--- src/design/xml_entity_decoder_defines.svh ---
// Assertion macros for the XML entity decoder.
// Used by the top level; needs i_clk and i_rst_n in scope.
`ifndef XML_ENTITY_DECODER_DEFINES_SVH
`define XML_ENTITY_DECODER_DEFINES_SVH

// Same-cycle implication, disabled while reset is asserted.
`define XED_ASSERT_NOW(label, ante, cons, msg) \
    label: assert property (@(posedge i_clk) disable iff (!i_rst_n) \
        (ante) |-> (cons)) else $error(msg);

// Next-cycle implication, disabled while reset is asserted.
`define XED_ASSERT_NEXT(label, ante, cons, msg) \
    label: assert property (@(posedge i_clk) disable iff (!i_rst_n) \
        (ante) |=> (cons)) else $error(msg);

`endif

--- src/design/xed_pkg.sv ---
// Shared types, constants and the entity match function of the XML entity decoder.
// No dependencies.
package xed_pkg;

    localparam int HeldDepth  = 5;
    localparam int CmdBytes   = 6;
    localparam int QueueDepth = 4;

    localparam logic [7:0] ChAmp   = 8'h26;  // &
    localparam logic [7:0] ChSemi  = 8'h3B;  // ;
    localparam logic [7:0] ChLt    = 8'h3C;  // <
    localparam logic [7:0] ChGt    = 8'h3E;  // >
    localparam logic [7:0] ChApos  = 8'h27;  // '
    localparam logic [7:0] ChQuot  = 8'h22;  // "

    localparam logic [2:0] CntLtGt   = 3'd3;  // & plus two letters
    localparam logic [2:0] CntAmp    = 3'd4;
    localparam logic [2:0] CntAposQt = 3'd5;

    typedef logic [HeldDepth-1:0][7:0] t_held;

    // One command: the bytes one request produces, in order.
    typedef struct packed {
        logic [CmdBytes-1:0][7:0] bytes;
        logic [2:0]               count;   // 1..6
        logic                     eot;
    } t_cmd;

    typedef struct packed {
        logic       hit;
        logic [7:0] ch;
    } t_match;

    typedef struct packed {
        logic [2:0] held_count;
        logic       skipping;
    } t_front_status;

    // Compare the held span (without its leading '&') against the five entities.
    function automatic t_match match_entity(input t_held held, input logic [2:0] cnt);
        t_match m;
        m.hit = 1'b0;
        m.ch  = ChAmp;
        case (cnt)
            CntLtGt: begin
                if (held[1] == "l" && held[2] == "t") begin
                    m.hit = 1'b1;
                    m.ch  = ChLt;
                end else if (held[1] == "g" && held[2] == "t") begin
                    m.hit = 1'b1;
                    m.ch  = ChGt;
                end
            end
            CntAmp: begin
                if (held[1] == "a" && held[2] == "m" && held[3] == "p") begin
                    m.hit = 1'b1;
                    m.ch  = ChAmp;
                end
            end
            CntAposQt: begin
                if (held[1] == "a" && held[2] == "p" && held[3] == "o" && held[4] == "s") begin
                    m.hit = 1'b1;
                    m.ch  = ChApos;
                end else if (held[1] == "q" && held[2] == "u" && held[3] == "o"
                             && held[4] == "t") begin
                    m.hit = 1'b1;
                    m.ch  = ChQuot;
                end
            end
            default: begin
                m.hit = 1'b0;
            end
        endcase
        return m;
    endfunction

endpackage

--- src/design/xed_front.sv ---
// Front end: accepts text bytes, tracks the held entity span, and turns each request
// into a command of up to six output bytes. Depends on xed_pkg.
module xed_front (
    input  logic                   i_clk,
    input  logic                   i_rst_n,
    input  logic                   i_accept,
    input  logic [7:0]             i_text_byte,
    input  logic                   i_end_of_text,
    output logic                   o_push,
    output xed_pkg::t_cmd          o_cmd,
    output xed_pkg::t_front_status o_status
);

    xed_pkg::t_held  r_held;
    logic [2:0]      r_cnt;
    logic            r_skip;
    logic [2:0]      n_cnt;
    logic            n_skip;
    logic            store;
    logic            emit;
    logic            use_char;
    logic [2:0]      flush_cnt;
    xed_pkg::t_match match;

    assign match = xed_pkg::match_entity(r_held, r_cnt);

    always_comb begin
        n_cnt     = r_cnt;
        n_skip    = r_skip;
        store     = 1'b0;
        emit      = 1'b0;
        use_char  = 1'b0;
        flush_cnt = 3'd0;
        if (r_skip) begin
            emit = 1'b1;
            if (i_text_byte == xed_pkg::ChSemi) begin
                n_skip = 1'b0;
            end
        end else if (r_cnt == 3'd0) begin
            if (i_text_byte == xed_pkg::ChAmp && !i_end_of_text) begin
                store = 1'b1;
                n_cnt = 3'd1;
            end else begin
                emit = 1'b1;
            end
        end else if (i_text_byte == xed_pkg::ChSemi) begin
            emit  = 1'b1;
            n_cnt = 3'd0;
            if (match.hit) begin
                use_char = 1'b1;
            end else begin
                flush_cnt = r_cnt;
            end
        end else if (r_cnt < 3'(xed_pkg::HeldDepth)) begin
            // at end of text flush the span together with this byte
            if (i_end_of_text) begin
                emit      = 1'b1;
                flush_cnt = r_cnt;
            end else begin
                store = 1'b1;
                n_cnt = r_cnt + 3'd1;
            end
        end else begin
            // span too long: flush and pass through to its ';'
            emit      = 1'b1;
            flush_cnt = r_cnt;
            n_cnt     = 3'd0;
            n_skip    = 1'b1;
        end
        if (i_end_of_text) begin
            n_cnt  = 3'd0;
            n_skip = 1'b0;
        end
    end

    always_comb begin
        for (int i = 0; i < xed_pkg::CmdBytes; i++) begin
            if (i < xed_pkg::HeldDepth && 3'(i) < flush_cnt) begin
                o_cmd.bytes[i] = r_held[i];
            end else begin
                o_cmd.bytes[i] = i_text_byte;
            end
        end
        o_cmd.count = flush_cnt + 3'd1;
        if (use_char) begin
            o_cmd.bytes[0] = match.ch;
            o_cmd.count    = 3'd1;
        end
        o_cmd.eot = i_end_of_text;
    end

    assign o_push   = i_accept && emit;
    assign o_status = '{held_count: r_cnt, skipping: r_skip};

    always_ff @(posedge i_clk) begin
        if (!i_rst_n) begin
            r_cnt  <= 3'd0;
            r_skip <= 1'b0;
        end else if (i_accept) begin
            r_cnt  <= n_cnt;
            r_skip <= n_skip;
        end
    end

    always_ff @(posedge i_clk) begin
        if (i_accept && store) begin
            r_held[r_cnt] <= i_text_byte;
        end
    end

endmodule

--- src/design/xed_queue.sv ---
// Command queue between the front and back ends of the XML entity decoder.
// Depends on xed_pkg.
module xed_queue #(
    parameter int DEPTH = xed_pkg::QueueDepth
) (
    input  logic                       i_clk,
    input  logic                       i_rst_n,
    input  logic                       i_push,
    input  xed_pkg::t_cmd              i_cmd,
    input  logic                       i_pop,
    output xed_pkg::t_cmd              o_head,
    output logic                       o_empty,
    output logic                       o_full,
    output logic [$clog2(DEPTH+1)-1:0] o_count
);

    localparam int PW = (DEPTH > 1) ? $clog2(DEPTH) : 1;
    localparam int CW = $clog2(DEPTH + 1);

    xed_pkg::t_cmd r_mem [DEPTH];
    logic [PW-1:0] r_wr;
    logic [PW-1:0] r_rd;
    logic [CW-1:0] r_count;
    logic          do_push;
    logic          do_pop;

    assign o_empty = (r_count == CW'(0));
    assign o_full  = (r_count == CW'(DEPTH));
    assign o_count = r_count;
    assign o_head  = r_mem[r_rd];
    assign do_push = i_push && !o_full;
    assign do_pop  = i_pop && !o_empty;

    always_ff @(posedge i_clk) begin
        if (!i_rst_n) begin
            r_wr    <= '0;
            r_rd    <= '0;
            r_count <= '0;
        end else begin
            if (do_push) begin
                r_wr <= (r_wr == PW'(DEPTH - 1)) ? '0 : r_wr + PW'(1);
            end
            if (do_pop) begin
                r_rd <= (r_rd == PW'(DEPTH - 1)) ? '0 : r_rd + PW'(1);
            end
            case ({do_push, do_pop})
                2'b10:   r_count <= r_count + CW'(1);
                2'b01:   r_count <= r_count - CW'(1);
                default: r_count <= r_count;
            endcase
        end
    end

    always_ff @(posedge i_clk) begin
        if (do_push) begin
            r_mem[r_wr] <= i_cmd;
        end
    end

endmodule

--- src/design/xed_back.sv ---
// Back end: walks the head command one byte per cycle, while the output is not stalled, into the output register.
// Depends on xed_pkg.
module xed_back (
    input  logic          i_clk,
    input  logic          i_rst_n,
    input  xed_pkg::t_cmd i_head,
    input  logic          i_empty,
    output logic          o_pop,
    input  logic          i_out_stall,
    output logic          o_out_valid,
    output logic [7:0]    o_out_byte,
    output logic          o_last_of_run,
    output logic          o_text_done
);

    logic [2:0] r_idx;
    logic       r_valid;
    logic [7:0] r_byte;
    logic       r_last;
    logic       r_done;
    logic       load;
    logic       last;

    assign load  = !i_empty && (!r_valid || !i_out_stall);
    assign last  = (r_idx == i_head.count - 3'd1);
    assign o_pop = load && last;

    always_ff @(posedge i_clk) begin
        if (!i_rst_n) begin
            r_idx   <= 3'd0;
            r_valid <= 1'b0;
        end else begin
            if (load) begin
                r_valid <= 1'b1;
                r_idx   <= last ? 3'd0 : r_idx + 3'd1;
            end else if (!i_out_stall) begin
                r_valid <= 1'b0;
            end
        end
    end

    // hold the payload while stalled
    always_ff @(posedge i_clk) begin
        if (load) begin
            r_byte <= i_head.bytes[r_idx];
            r_last <= last;
            r_done <= last && i_head.eot;
        end
    end

    assign o_out_valid   = r_valid;
    assign o_out_byte    = r_byte;
    assign o_last_of_run = r_last;
    assign o_text_done   = r_done;

endmodule

--- src/design/xml_entity_decoder.sv ---
// XML entity decoder: replaces &lt; &gt; &amp; &apos; &quot; in a byte stream with
// their characters and passes everything else through in order. A byte is accepted
// every cycle while the command queue (QUEUE_DEPTH entries) has room; each accepted
// byte yields zero to six output bytes, which the back end delivers at one per cycle
// while the output is not stalled, so input keeps flowing during delivery of a flushed
// span as long as the queue has room. The first result of a byte is registered in the
// command queue and then in the back end's output register before it is on the output.
// Depends on xed_pkg, xed_front, xed_queue, xed_back and the defines header.
`include "xml_entity_decoder_defines.svh"

module xml_entity_decoder #(
    parameter int QUEUE_DEPTH = xed_pkg::QueueDepth
) (
    input  logic       i_clk,
    input  logic       i_rst_n,
    input  logic       i_in_valid,
    output logic       o_in_stall,
    input  logic [7:0] i_text_byte,
    input  logic       i_end_of_text,
    output logic       o_out_valid,
    input  logic       i_out_stall,
    output logic [7:0] o_out_byte,
    output logic       o_last_of_run,
    output logic       o_text_done
);

    localparam int CW = $clog2(QUEUE_DEPTH + 1);

    logic                   accept;
    logic                   push;
    logic                   pop;
    logic                   q_empty;
    logic                   q_full;
    logic [CW-1:0]          q_count;
    xed_pkg::t_cmd          push_cmd;
    xed_pkg::t_cmd          head_cmd;
    xed_pkg::t_front_status front_status;

    assign o_in_stall = q_full;
    assign accept     = i_in_valid && !q_full;

    xed_front u_front (
        .i_clk         (i_clk),
        .i_rst_n       (i_rst_n),
        .i_accept      (accept),
        .i_text_byte   (i_text_byte),
        .i_end_of_text (i_end_of_text),
        .o_push        (push),
        .o_cmd         (push_cmd),
        .o_status      (front_status)
    );

    xed_queue #(
        .DEPTH (QUEUE_DEPTH)
    ) u_queue (
        .i_clk   (i_clk),
        .i_rst_n (i_rst_n),
        .i_push  (push),
        .i_cmd   (push_cmd),
        .i_pop   (pop),
        .o_head  (head_cmd),
        .o_empty (q_empty),
        .o_full  (q_full),
        .o_count (q_count)
    );

    xed_back u_back (
        .i_clk         (i_clk),
        .i_rst_n       (i_rst_n),
        .i_head        (head_cmd),
        .i_empty       (q_empty),
        .o_pop         (pop),
        .i_out_stall   (i_out_stall),
        .o_out_valid   (o_out_valid),
        .o_out_byte    (o_out_byte),
        .o_last_of_run (o_last_of_run),
        .o_text_done   (o_text_done)
    );

    `XED_ASSERT_NEXT(a_eot_yields_result, accept && i_end_of_text, q_count != CW'(0), "end of text produced no queued result")
    `XED_ASSERT_NOW(a_skip_holds_nothing, front_status.skipping, front_status.held_count == 3'd0, "held bytes while skipping a span")
    `XED_ASSERT_NOW(a_held_bounded, 1'b1, front_status.held_count <= 3'(xed_pkg::HeldDepth), "held count beyond span limit")
    `XED_ASSERT_NOW(a_done_is_last, o_out_valid && o_text_done, o_last_of_run, "text done on a result that is not last of its run")

endmodule

--- config.mk ---
export PLATFORM = sky130hd
export DESIGN_NAME = xml_entity_decoder
export DESIGN_NICKNAME = d
export VERILOG_FILES = /design/src/design/xed_pkg.sv /design/src/design/xed_front.sv /design/src/design/xed_queue.sv /design/src/design/xed_back.sv /design/src/design/xml_entity_decoder.sv
export VERILOG_INCLUDE_DIRS = /design/src /design/src/design
export SDC_FILE = /design/constraint.sdc
export NUM_CORES = 1
export LEC_CHECK = 0
export ABC_AREA = 1
export BUFFER_PORTS_ARGS = -buffer_cell sky130_fd_sc_hd__buf_2
export CORE_MARGIN = 5
export CORE_UTILIZATION = 40
export CTS_CLUSTER_DIAMETER = 150
export CTS_CLUSTER_SIZE = 30
export DETAILED_ROUTE_END_ITERATION = 8
export SLEW_MARGIN = 5
export SYNTH_ARGS = -nofsm -noshare
export SYNTH_HDL_FRONTEND = slang
export SYNTH_SLANG_ARGS = --single-unit
export TNS_END_PERCENT = 30
--- constraint.sdc ---
create_clock -name i_clk -period 5.5 [get_ports i_clk]
set_clock_uncertainty 0.2 [all_clocks]
set_input_delay 0.55 -clock i_clk [delete_from_list [all_inputs] [get_ports i_clk]]
set_output_delay 0.55 -clock i_clk [all_outputs]
set_load 0.02 [all_outputs]
==> qor.csv, run 1 <==
metric;value;unit
maximum VDD drop;0.0002237;V
NumNets Final;1072;
first-pass GRT wire length;44110;um
worst skew pair latency;510;ps
Num CTS Buffers;13;
f_max;260.4;MHz
CTS tree;yes;
Final Cell Area;12770;um2
Starting DRT DRC Count;823;
die height;181.8;um
Synth Area per Inst;11.42;um2
vias in the first global route;7430;
RSZ-0062 raised after global routing;no;
Rows;63;
pins over their slew limit;0;
commonest non-fill, non-tap cells in the layout;edfxtp_1, nand2_1, nor2_1;
core area;29400;um2
post-DR vias/cell;5.368;
initial antenna violation count;1;
drt drc;0;
PortBufs;24;
Wirelength per Cell;19.86;um
H-tree depth;1;
PD cells;449.2;nW/um2
register area share after synthesis;68.49;%
count of cell types in the netlist;38;
final setup vio count;0;
Static Leak;4.519;nW
Initial Util;40.16;%
Crit. End Element;flop;
clock-pin slew on the worst setup and hold paths;120;ps
CP cell instances;buf_4 -> inv_1 -> a32o_1 -> ha_1 -> xor2_1 -> xor2_1 -> inv_1 -> nor2_1 -> nand2_1 -> inv_1 -> ha_1 -> inv_1 -> fa_1 -> a21oi_1 -> o21ai_0 -> o21ai_0 -> a21oi_1;
Ys Warns;0;
die area;33060;um2
largest net degree at the start of global routing;97;
Crit path top cell by count;inv_1;
Crit path largest cell delay;460;ps
CP max stage cell;buf_4;
GRT overflow;0;
Hold Fails Final Rpt;0;
Worst Max-Slew Pin Slew;989.3;ps
proportion of layout cells with a drive suffix above 1;8.563;%
Max-Cap Viols;0;
clk root buf;clkbuf_16;
Synth Net Count;1061;
WS Path Type;reg -> reg;
Synth Instances;1034;
status;finished clean;
type of the tightest min-delay check;in -> reg;
Final ANT Viol Nets;0;
GRT Overall Usage;17.05;%
# resized after CTS;0;
CTS Sinks;275;
CP Max Fanout;52;
min Tclk post-route;3840;ps
CTS Hold Bufs;0;
setup TNS;0;ps
RePlAce Congestion;0.9430;
startpoint types;flop;
FF+latch count, synth;275;
drt pass-1 iters;5;
vias;7740;
DP Wirelength;19010;um
Post-DP Area;12380;um2
P&R area growth vs syn;8.127;%
period utilization;69.82;%
CP Data Required Time;5710;ps
clk buf depth;3;
routed wire length;28630;um
Die W;181.8;um
critical path arrival;4050;ps
most common cell after layout, fill and taps aside;edfxtp_1;
Rel. slew slack;34.05;%
setup bufs post-CTS;0;
I/O Pins;25;
mapped cell area;11810;um2
critical path, delay by kind of cell (launching register included):
| kind | cells | cell delay [ps] |
|---|---|---|
| compound gates | 5 | 830 |
| xor+xnor | 2 | 330 |
| fa+ha+maj | 3 | 730 |
| buf+inv | 5 | 1110 |
| flops | 1 | 320 |
| simple gates | 2 | 220 |
power breakdown:
| part | internal [mW] | switching, mW | total (mW) |
|---|---|---|---|
| Clock | 0.460 | 0.632 | 1.09 |
| Combinational | 0.507 | 1.37 | 1.88 |
| Sequential | 2.68 | 0.0880 | 2.77 |
cells in the mapped netlist:
cell        n  area, um2
a211oi_1    3      22.52
a21oi_1    13      65.06
a32o_1      1      10.01
buf_1       2      7.510
buf_2       3      15.01
buf_4       1      7.510
buf_6       1      11.26
clkbuf_1   36      135.1
clkinv_1    3      11.26
dfxtp_1    17      340.3
edfxtp_1  258       7747
fa_1        1      20.02
ha_1       13      162.7
inv_1      71      266.5
inv_2       5      18.77
nand2_1   162      608.1
nand2_2     5      31.28
nand2_4     5      56.30
nand3_1    38      190.2
nand3_2     1      10.01
nand4_1     5      31.28
nor2_1    157      589.3
nor2_2      2      12.51
nor2_4      3      33.78
nor3_1      5      25.02
nor3_4      1      16.27
o211a_1     1      10.01
o211ai_1   17      127.6
o21ai_0   133      665.6
o21ai_1     9      45.04
o21ai_2     5      43.79
o21ai_4     2      32.53
o221ai_1   31      271.5
o22ai_1    17      106.4
o31ai_1     1      7.510
o31ai_2     1      12.51
or2_2       1      6.260
xor2_1      4      35.03
final cells by class:
type / count / area (um2)
clock inverter: 1 / 30.03
inverter: 79 / 296.5
timing repair buffer: 39 / 232.7
sequential: 275 / 8089
tap: 390 / 488.0
antenna: 1 / 2.502
multi-input combinational: 637 / 3278
fill: 2684 / 16630
clock buffer: 20 / 351.6
metal layers:
| layer | vias to the layer above | wire length [um] | global-route usage, % |
|---|---|---|---|
| met3 | 41 | 1978 | 2.985 |
| li1 | 3686 | - | - |
| met2 | 236 | 12970 | 26.70 |
| met1 | 3777 | 12960 | 24.69 |
| met4 | 0 | 729 | 4.623 |
| met5 | - | 0 | 0 |
cell families (layout without fill, tap and decap cells):
| logic type | after synthesis | after routing | synth area share [%] |
|---|---|---|---|
| xor gates and xnor gates | 4 | 4 | 0.2966 |
| buffers and inverters | 122 | 139 | 4.005 |
| adders and majority gates | 14 | 14 | 1.547 |
| AOI/OAI and AO/OA | 234 | 234 | 12.03 |
| DFF | 275 | 275 | 68.49 |
| and+or+nand+nor | 385 | 385 | 13.64 |
| other | 0 | 1 | 0 |
final timing paths:
| check | from | to | slack [ps] | cells past startpoint |
|---|---|---|---|---|
| worst max-delay path | flop | u_queue.o_count[2]$_SDFFE_PN0P_ | 1660 | 17 |
| worst min-delay path | i_rst_n | u_front.r_skip$_SDFFE_PN0P_ | 160 | 3 |
| worst max register to register | flop | u_queue.o_count[2]$_SDFFE_PN0P_ | 1660 | 17 |
| worst min register to register | u_queue.o_count[0]$_SDFFE_PN0P_ | u_queue.o_count[0]$_SDFFE_PN0P_ | 260 | 1 |
through the flow:
stage | cells | power, mW | util, % | hold slack (ps) | worst slack (ps)
after floorplan | 1034 | 4.085 | - | 222.5 | 1291
after global placement | 1420 | 4.695 | 42.12 | 233.0 | 1658
after detailed placement | 1420 | 4.715 | 42.12 | 248.1 | 1653
after CTS | 1441 | 5.785 | 43.42 | 156.3 | 1643
after global routing | 1441 | 6.109 | 43.42 | 184.2 | 1264
final | 1442 | 5.736 | 43.43 | 160.8 | 1660
flip-flops by register name, summed over array words and instances, names as in the netlist, named ones only:
| signal | flops |
|---|---|
| u_back.o_out_valid | 1 |
| u_queue.r_wr | 2 |
| u_front.r_skip | 1 |
| u_back.o_text_done | 1 |
| u_queue.r_mem | 208 |
| u_queue.o_count | 3 |
| u_queue.r_rd | 2 |
| u_back.o_out_byte | 8 |
| u_back.r_idx | 3 |
| u_back.o_last_of_run | 1 |
| u_front.r_cnt | 3 |
| u_front.r_held | 40 |
No activity file was read; power rests on OpenSTA's default activity.
==> run 2, diff against run 1 <==
==> constraint.sdc (replaced) <==
create_clock -name i_clk -period 3.7 [get_ports i_clk]
set_clock_uncertainty 0.2 [all_clocks]
set_input_delay 0.37 -clock i_clk [delete_from_list [all_inputs] [get_ports i_clk]]
set_output_delay 0.37 -clock i_clk [all_outputs]
set_load 0.02 [all_outputs]
==> run 2 against run 1 <==
  * Critical path depth did not move
  * Count of clock-buffer cells in the layout decreased by 4
  * Clock power increased by 46%
  * Cell count increased by 0.62%
  * Flip-flop and latch count did not move
  * Design area increased by 1.1%
  * Non-clock buffer count rose by 13
  * Global-route usage fell by 0.46 points
  * Routed wire length fell by 2.5%
  * Via count increased by 0.53%
==> qor.csv, run 2 (synthesis results as in run 1) <==
metric;value;unit
Crit path top cell by count;inv_1;
min Tclk post-route;3173;ps
Crit path largest cell delay;380;ps
NumNets Final;1085;
clk buf depth;3;
most common cell after layout, fill and taps aside;edfxtp_1;
PortBufs;24;
RePlAce Congestion;0.9207;
I/O Pins;25;
DP Wirelength;17480;um
GRT overflow;0;
CTS Sinks;275;
drt drc;0;
P&R area growth vs syn;9.355;%
startpoint types;flop;
initial antenna violation count;1;
clk root buf;clkbuf_16;
pins over their slew limit;0;
fill count;2726;
PD cells;666.6;nW/um2
Final ANT Viol Nets;0;
CTS tree;yes;
drt pass-1 iters;5;
Largest Register;u_queue.r_mem;
CP Max Fanout;10;
critical path arrival;3350;ps
Post-DP Area;12490;um2
vias in the first global route;7466;
Hold Startpoint;i_text_byte[7];
die area;33060;um2
Wirelength per Cell;19.23;um
Worst Max-Slew Pin Slew;860.5;ps
worst skew pair latency;490;ps
Hold Fails Final Rpt;0;
Crit. End Element;flop;
post-DR vias/cell;5.363;
H-tree depth;1;
setup TNS;0;ps
status;finished clean;
max FFs per register;208;
type of the tightest min-delay check;in -> reg;
die height;181.8;um
Rows;63;
largest net degree at the start of global routing;81;
Final Cell Area;12910;um2
first-pass GRT wire length;43070;um
Rel. slew slack;42.64;%
worst path buffer plus inverter count;4;
clock-pin slew on the worst setup and hold paths;110;ps
f_max;315.2;MHz
Num CTS Buffers;13;
period utilization;85.76;%
RSZ-0062 raised after global routing;no;
commonest non-fill, non-tap cells in the layout;edfxtp_1, nand2_1, nor2_1;
core area;29400;um2
Starting DRT DRC Count;786;
maximum VDD drop;0.0005100;V
CP Data Required Time;3880;ps
Die W;181.8;um
Initial Util;40.16;%
proportion of layout cells with a drive suffix above 1;9.245;%
CP cell instances;inv_2 -> nand2_1 -> a32o_1 -> ha_1 -> xor2_1 -> xor2_1 -> inv_1 -> nor2_1 -> nand2_1 -> inv_1 -> ha_1 -> inv_1 -> fa_1 -> a21oi_1 -> o21ai_0 -> o21ai_0 -> a21oi_1;
CP max stage cell;dfxtp_2;
final setup vio count;0;
GRT Overall Usage;16.58;%
WS Path Type;reg -> reg;
routed wire length;27910;um
Static Leak;4.585;nW
Max-Cap Viols;0;
critical path's top delay family;adder cells;
vias;7781;
-- run 2: timing repair --
item,CTS,global route
gates resized for setup,0,0
setup buffers,0,0
endpoints found under the hold margin,4,0
hold buffers,5,0
-- run 2: worst paths after layout --
check,slack [ps],depth (start not counted),to
hold / removal,40,1,u_front.r_held[7]$_DFFE_PP_
hold reg to reg,260,1,u_queue.o_count[0]$_SDFFE_PN0P_
setup reg to reg,530,17,u_queue.o_count[2]$_SDFFE_PN0P_
setup / recovery,530,17,u_queue.o_count[2]$_SDFFE_PN0P_
-- run 2: layout make-up --
type / count / area, um2 / share of cell area (%)
clock buffers: 16 / 336.6 / 2.606
well taps: 390 / 488.0 / 3.779
repair buffers: 52 / 392.9 / 3.042
multi-input cells: 637 / 3278 / 25.39
flip-flops and latches: 275 / 8089 / 62.64
inverters: 79 / 296.5 / 2.296
diodes: 1 / 2.502 / 0.01938
clock inverters: 1 / 30.03 / 0.2325
-- run 2: routing by layer --
| metal | GRT usage [%] | routed length (um) | part of all wire, % | up-vias |
|---|---|---|---|---|
| met3 | 2.083 | 1461 | 5.2 | 34 |
| met4 | 3.783 | 574 | 2.1 | 0 |
| met5 | 0 | 0 | 0 | - |
| li1 | - | - | - | 3711 |
| met2 | 27.07 | 12910 | 46 | 222 |
| met1 | 23.89 | 12960 | 46 | 3814 |
-- run 2: where the power goes --
group	internal, mW	leakage [nW]	switching (mW)
Sequential	3.98	2.49	0.130
Combinational	0.812	1.92	2.09
Clock	0.668	0.175	0.926
-- run 2: worst register-to-register path: stages (launching register included) --
cell	delay [ps]
dfxtp_2	380
inv_2	150
nand2_1	70
a32o_1	230
ha_1	200
xor2_1	170
xor2_1	160
inv_1	70
nor2_1	150
nand2_1	130
inv_1	130
ha_1	160
inv_1	60
fa_1	370
a21oi_1	140
o21ai_0	110
o21ai_0	160
a21oi_1	50
-- run 2: stage by stage --
| step | worst slack [ps] | hold WS [ps] | cells | power [mW] | utilization [%] |
|---|---|---|---|---|---|
| final | 527.1 | 37.17 | 1451 | 8.609 | 43.92 |
| after global routing | 197.2 | 26.18 | 1450 | 9.115 | 43.91 |
| after CTS | 494.6 | 23.77 | 1450 | 8.659 | 43.91 |
| after detailed placement | 509.5 | 244.7 | 1428 | 7.089 | 42.50 |
| after global placement | 612.5 | 234.4 | 1428 | 7.038 | 42.50 |
| after floorplan | -480.2 | 222.5 | 1034 | 6.072 | - |
==> run 3, diff against run 2 <==
--- a/config.mk
+++ b/config.mk
@@ -13,6 +13,7 @@
 export CTS_CLUSTER_DIAMETER = 150
 export CTS_CLUSTER_SIZE = 30
 export DETAILED_ROUTE_END_ITERATION = 8
+export MAX_ROUTING_LAYER = met4
 export SLEW_MARGIN = 5
 export SYNTH_ARGS = -nofsm -noshare
 export SYNTH_HDL_FRONTEND = slang
==> run 3 against run 2 <==
  * Flip-flop and latch count unchanged
  * Hold slack worse by 5.6 ps
  * Power down 0.34%
  * Highest routed layer unchanged
==> qor.csv, run 3 (synthesis results as in run 1) <==
metric;value;unit
status;finished clean;
GRT Overall Usage;17.40;%
Die W;181.8;um
proportion of layout cells with a drive suffix above 1;9.322;%
pre-CTS WS;550.1;ps
Num CTS Buffers;13;
Seq pwr share;47.8;%
Placed Cells;1429;
NumNets Final;1087;
first-pass GRT wire length;43570;um
GRT overflow;0;
Wirelength per Cell;19.30;um
clk buf depth;3;
I/O Pins;25;
Rows;63;
combinational share of power;33.6;%
Starting DRT DRC Count;739;
RePlAce Congestion;0.9134;
Int Pwr;5.461;mW
clock-pin slew on the worst setup and hold paths;120;ps
vias in the first global route;7308;
P&R area growth vs syn;9.483;%
drt pass-1 iters;4;
RSZ-0062 raised after global routing;no;
Hold Fails Final Rpt;0;
f_max;315.2;MHz
CTS Sinks;275;
Endpoint, Worst Hold;u_front.r_held[30]$_DFFE_PP_;
CTS tree;yes;
largest net degree at the start of global routing;87;
Max-Cap Viols;0;
setup bufs post-CTS;0;
Worst Max-Slew Pin Slew;921.8;ps
diodes inserted;0;
die height;181.8;um
min Tclk post-route;3173;ps
final worst slack;526.9;ps
initial antenna violation count;0;
most common cell after layout, fill and taps aside;edfxtp_1;
H-tree depth;1;
CP Data Required Time;3890;ps
final setup vio count;0;
R2R depth;16;
Initial Util;40.16;%
maximum VDD drop;0.0005345;V
Non-Filler Instances;1452;
post-layout util;43.97;%
CP Max Fanout;10;
reg2reg end;u_queue.o_count[2]$_SDFFE_PN0P_;
Sw Ratio;36.35;%
worst skew pair latency;500;ps
routed wire length;28030;um
clk root buf;clkbuf_16;
post-DR vias/cell;5.322;
Static Leak;4.594;nW
core area;29400;um2
commonest non-fill, non-tap cells in the layout;edfxtp_1, nand2_1, nor2_1;
DP Wirelength;17370;um
Hold Startpoint;i_text_byte[6];
startpoint types;flop;
P_sw;3.119;mW
Post-DP Area;12500;um2
vias;7728;
PortBufs;24;
FF-to-FF setup slack;530;ps
Clk pwr share;18.6;%
Hold Crit Depth;1;
pins over their slew limit;0;
type of the tightest min-delay check;in -> reg;
Largest Register;u_queue.r_mem;
drt drc;0;
PD cells;663.6;nW/um2
Final ANT Viol Nets;0;
max FFs per register;208;
WS Path Type;reg -> reg;
die area;33060;um2
Final Cell Area;12930;um2
period utilization;85.76;%
Crit. End Element;flop;
Rel. slew slack;38.55;%
critical path arrival;3360;ps
run 3: stage by stage:
| stage | hold WS (ps) | setup TNS (ps) | power [mW] |
|---|---|---|---|
| floorplan | 222.5 | -99890 | 6.072 |
| global placement | 242.8 | 0 | 7.052 |
| detailed placement | 247.3 | 0 | 7.082 |
| CTS | 12.19 | 0 | 8.666 |
| global route | 20.80 | 0 | 9.127 |
| finish | 31.61 | 0 | 8.580 |
run 3: critical path, stage by stage (launching register included):
cell and delay (ps):
dfxtp_2 370, inv_2 140, nand2_1 60, a32o_1 230, ha_1 280, xor2_1 150, nand3_1 110, nor2_1 170
nand2_1 130, inv_1 140, ha_1 160, inv_1 60, fa_1 370, a21oi_1 140, o21ai_0 120, o21ai_0 170
a21oi_1 50
run 3: worst max-delay path by stage:
stage,end,slack [ps],cells after the start
4_1_cts,u_queue.o_count[2]$_SDFFE_PN0P_,530,16
6_report,u_queue.o_count[2]$_SDFFE_PN0P_,530,16
5_1_grt,u_queue.o_count[2]$_SDFFE_PN0P_,140,16
3_3_place_gp,u_queue.o_count[2]$_SDFFE_PN0P_,600,16
2_1_floorplan,u_queue.r_mem[0][0]$_DFFE_PP_,-480,10
3_5_place_dp,u_queue.r_mem[2][10]$_DFFE_PP_,550,10
run 3: final cells by class:
cell class                 instances  area [um2]
tap                              390       488.0
timing repair buffer              54       410.4
clock buffer                      16       336.6
clock inverter                     1       30.03
multi-input combinational        637        3278
fill                            2650       16470
inverter                          79       296.5
sequential                       275        8089
run 3: routing by layer:
metal  part of all wire (%)  up-vias  routed length (um)  global-route usage, %
met3                    5.5       29                1539                  1.823
li1                       -     3712                   -                      -
met5                      0        -                   0                      -
met2                     46      200               12820                  26.99
met4                    1.8        0                 501                  3.482
met1                     47     3787               13170                  25.24
run 3: what timing repair did:
action / CTS / global route
hold endpoints to repair: 10 / 0
hold buffers: 6 / 0
setup endpoints to repair: 0 / 0
resized for setup: 0 / 0
run 3: power by group through the flow:
| stage | Combinational (mW) | Clock [mW] | Sequential (mW) |
|---|---|---|---|
| after floorplan | 1.82 | 0 | 4.26 |
| after global placement | 2.87 | 0 | 4.18 |
| after detailed placement | 2.90 | 0 | 4.18 |
| after CTS | 2.92 | 1.64 | 4.11 |
| after global routing | 3.24 | 1.74 | 4.15 |
| final | 2.88 | 1.59 | 4.10 |
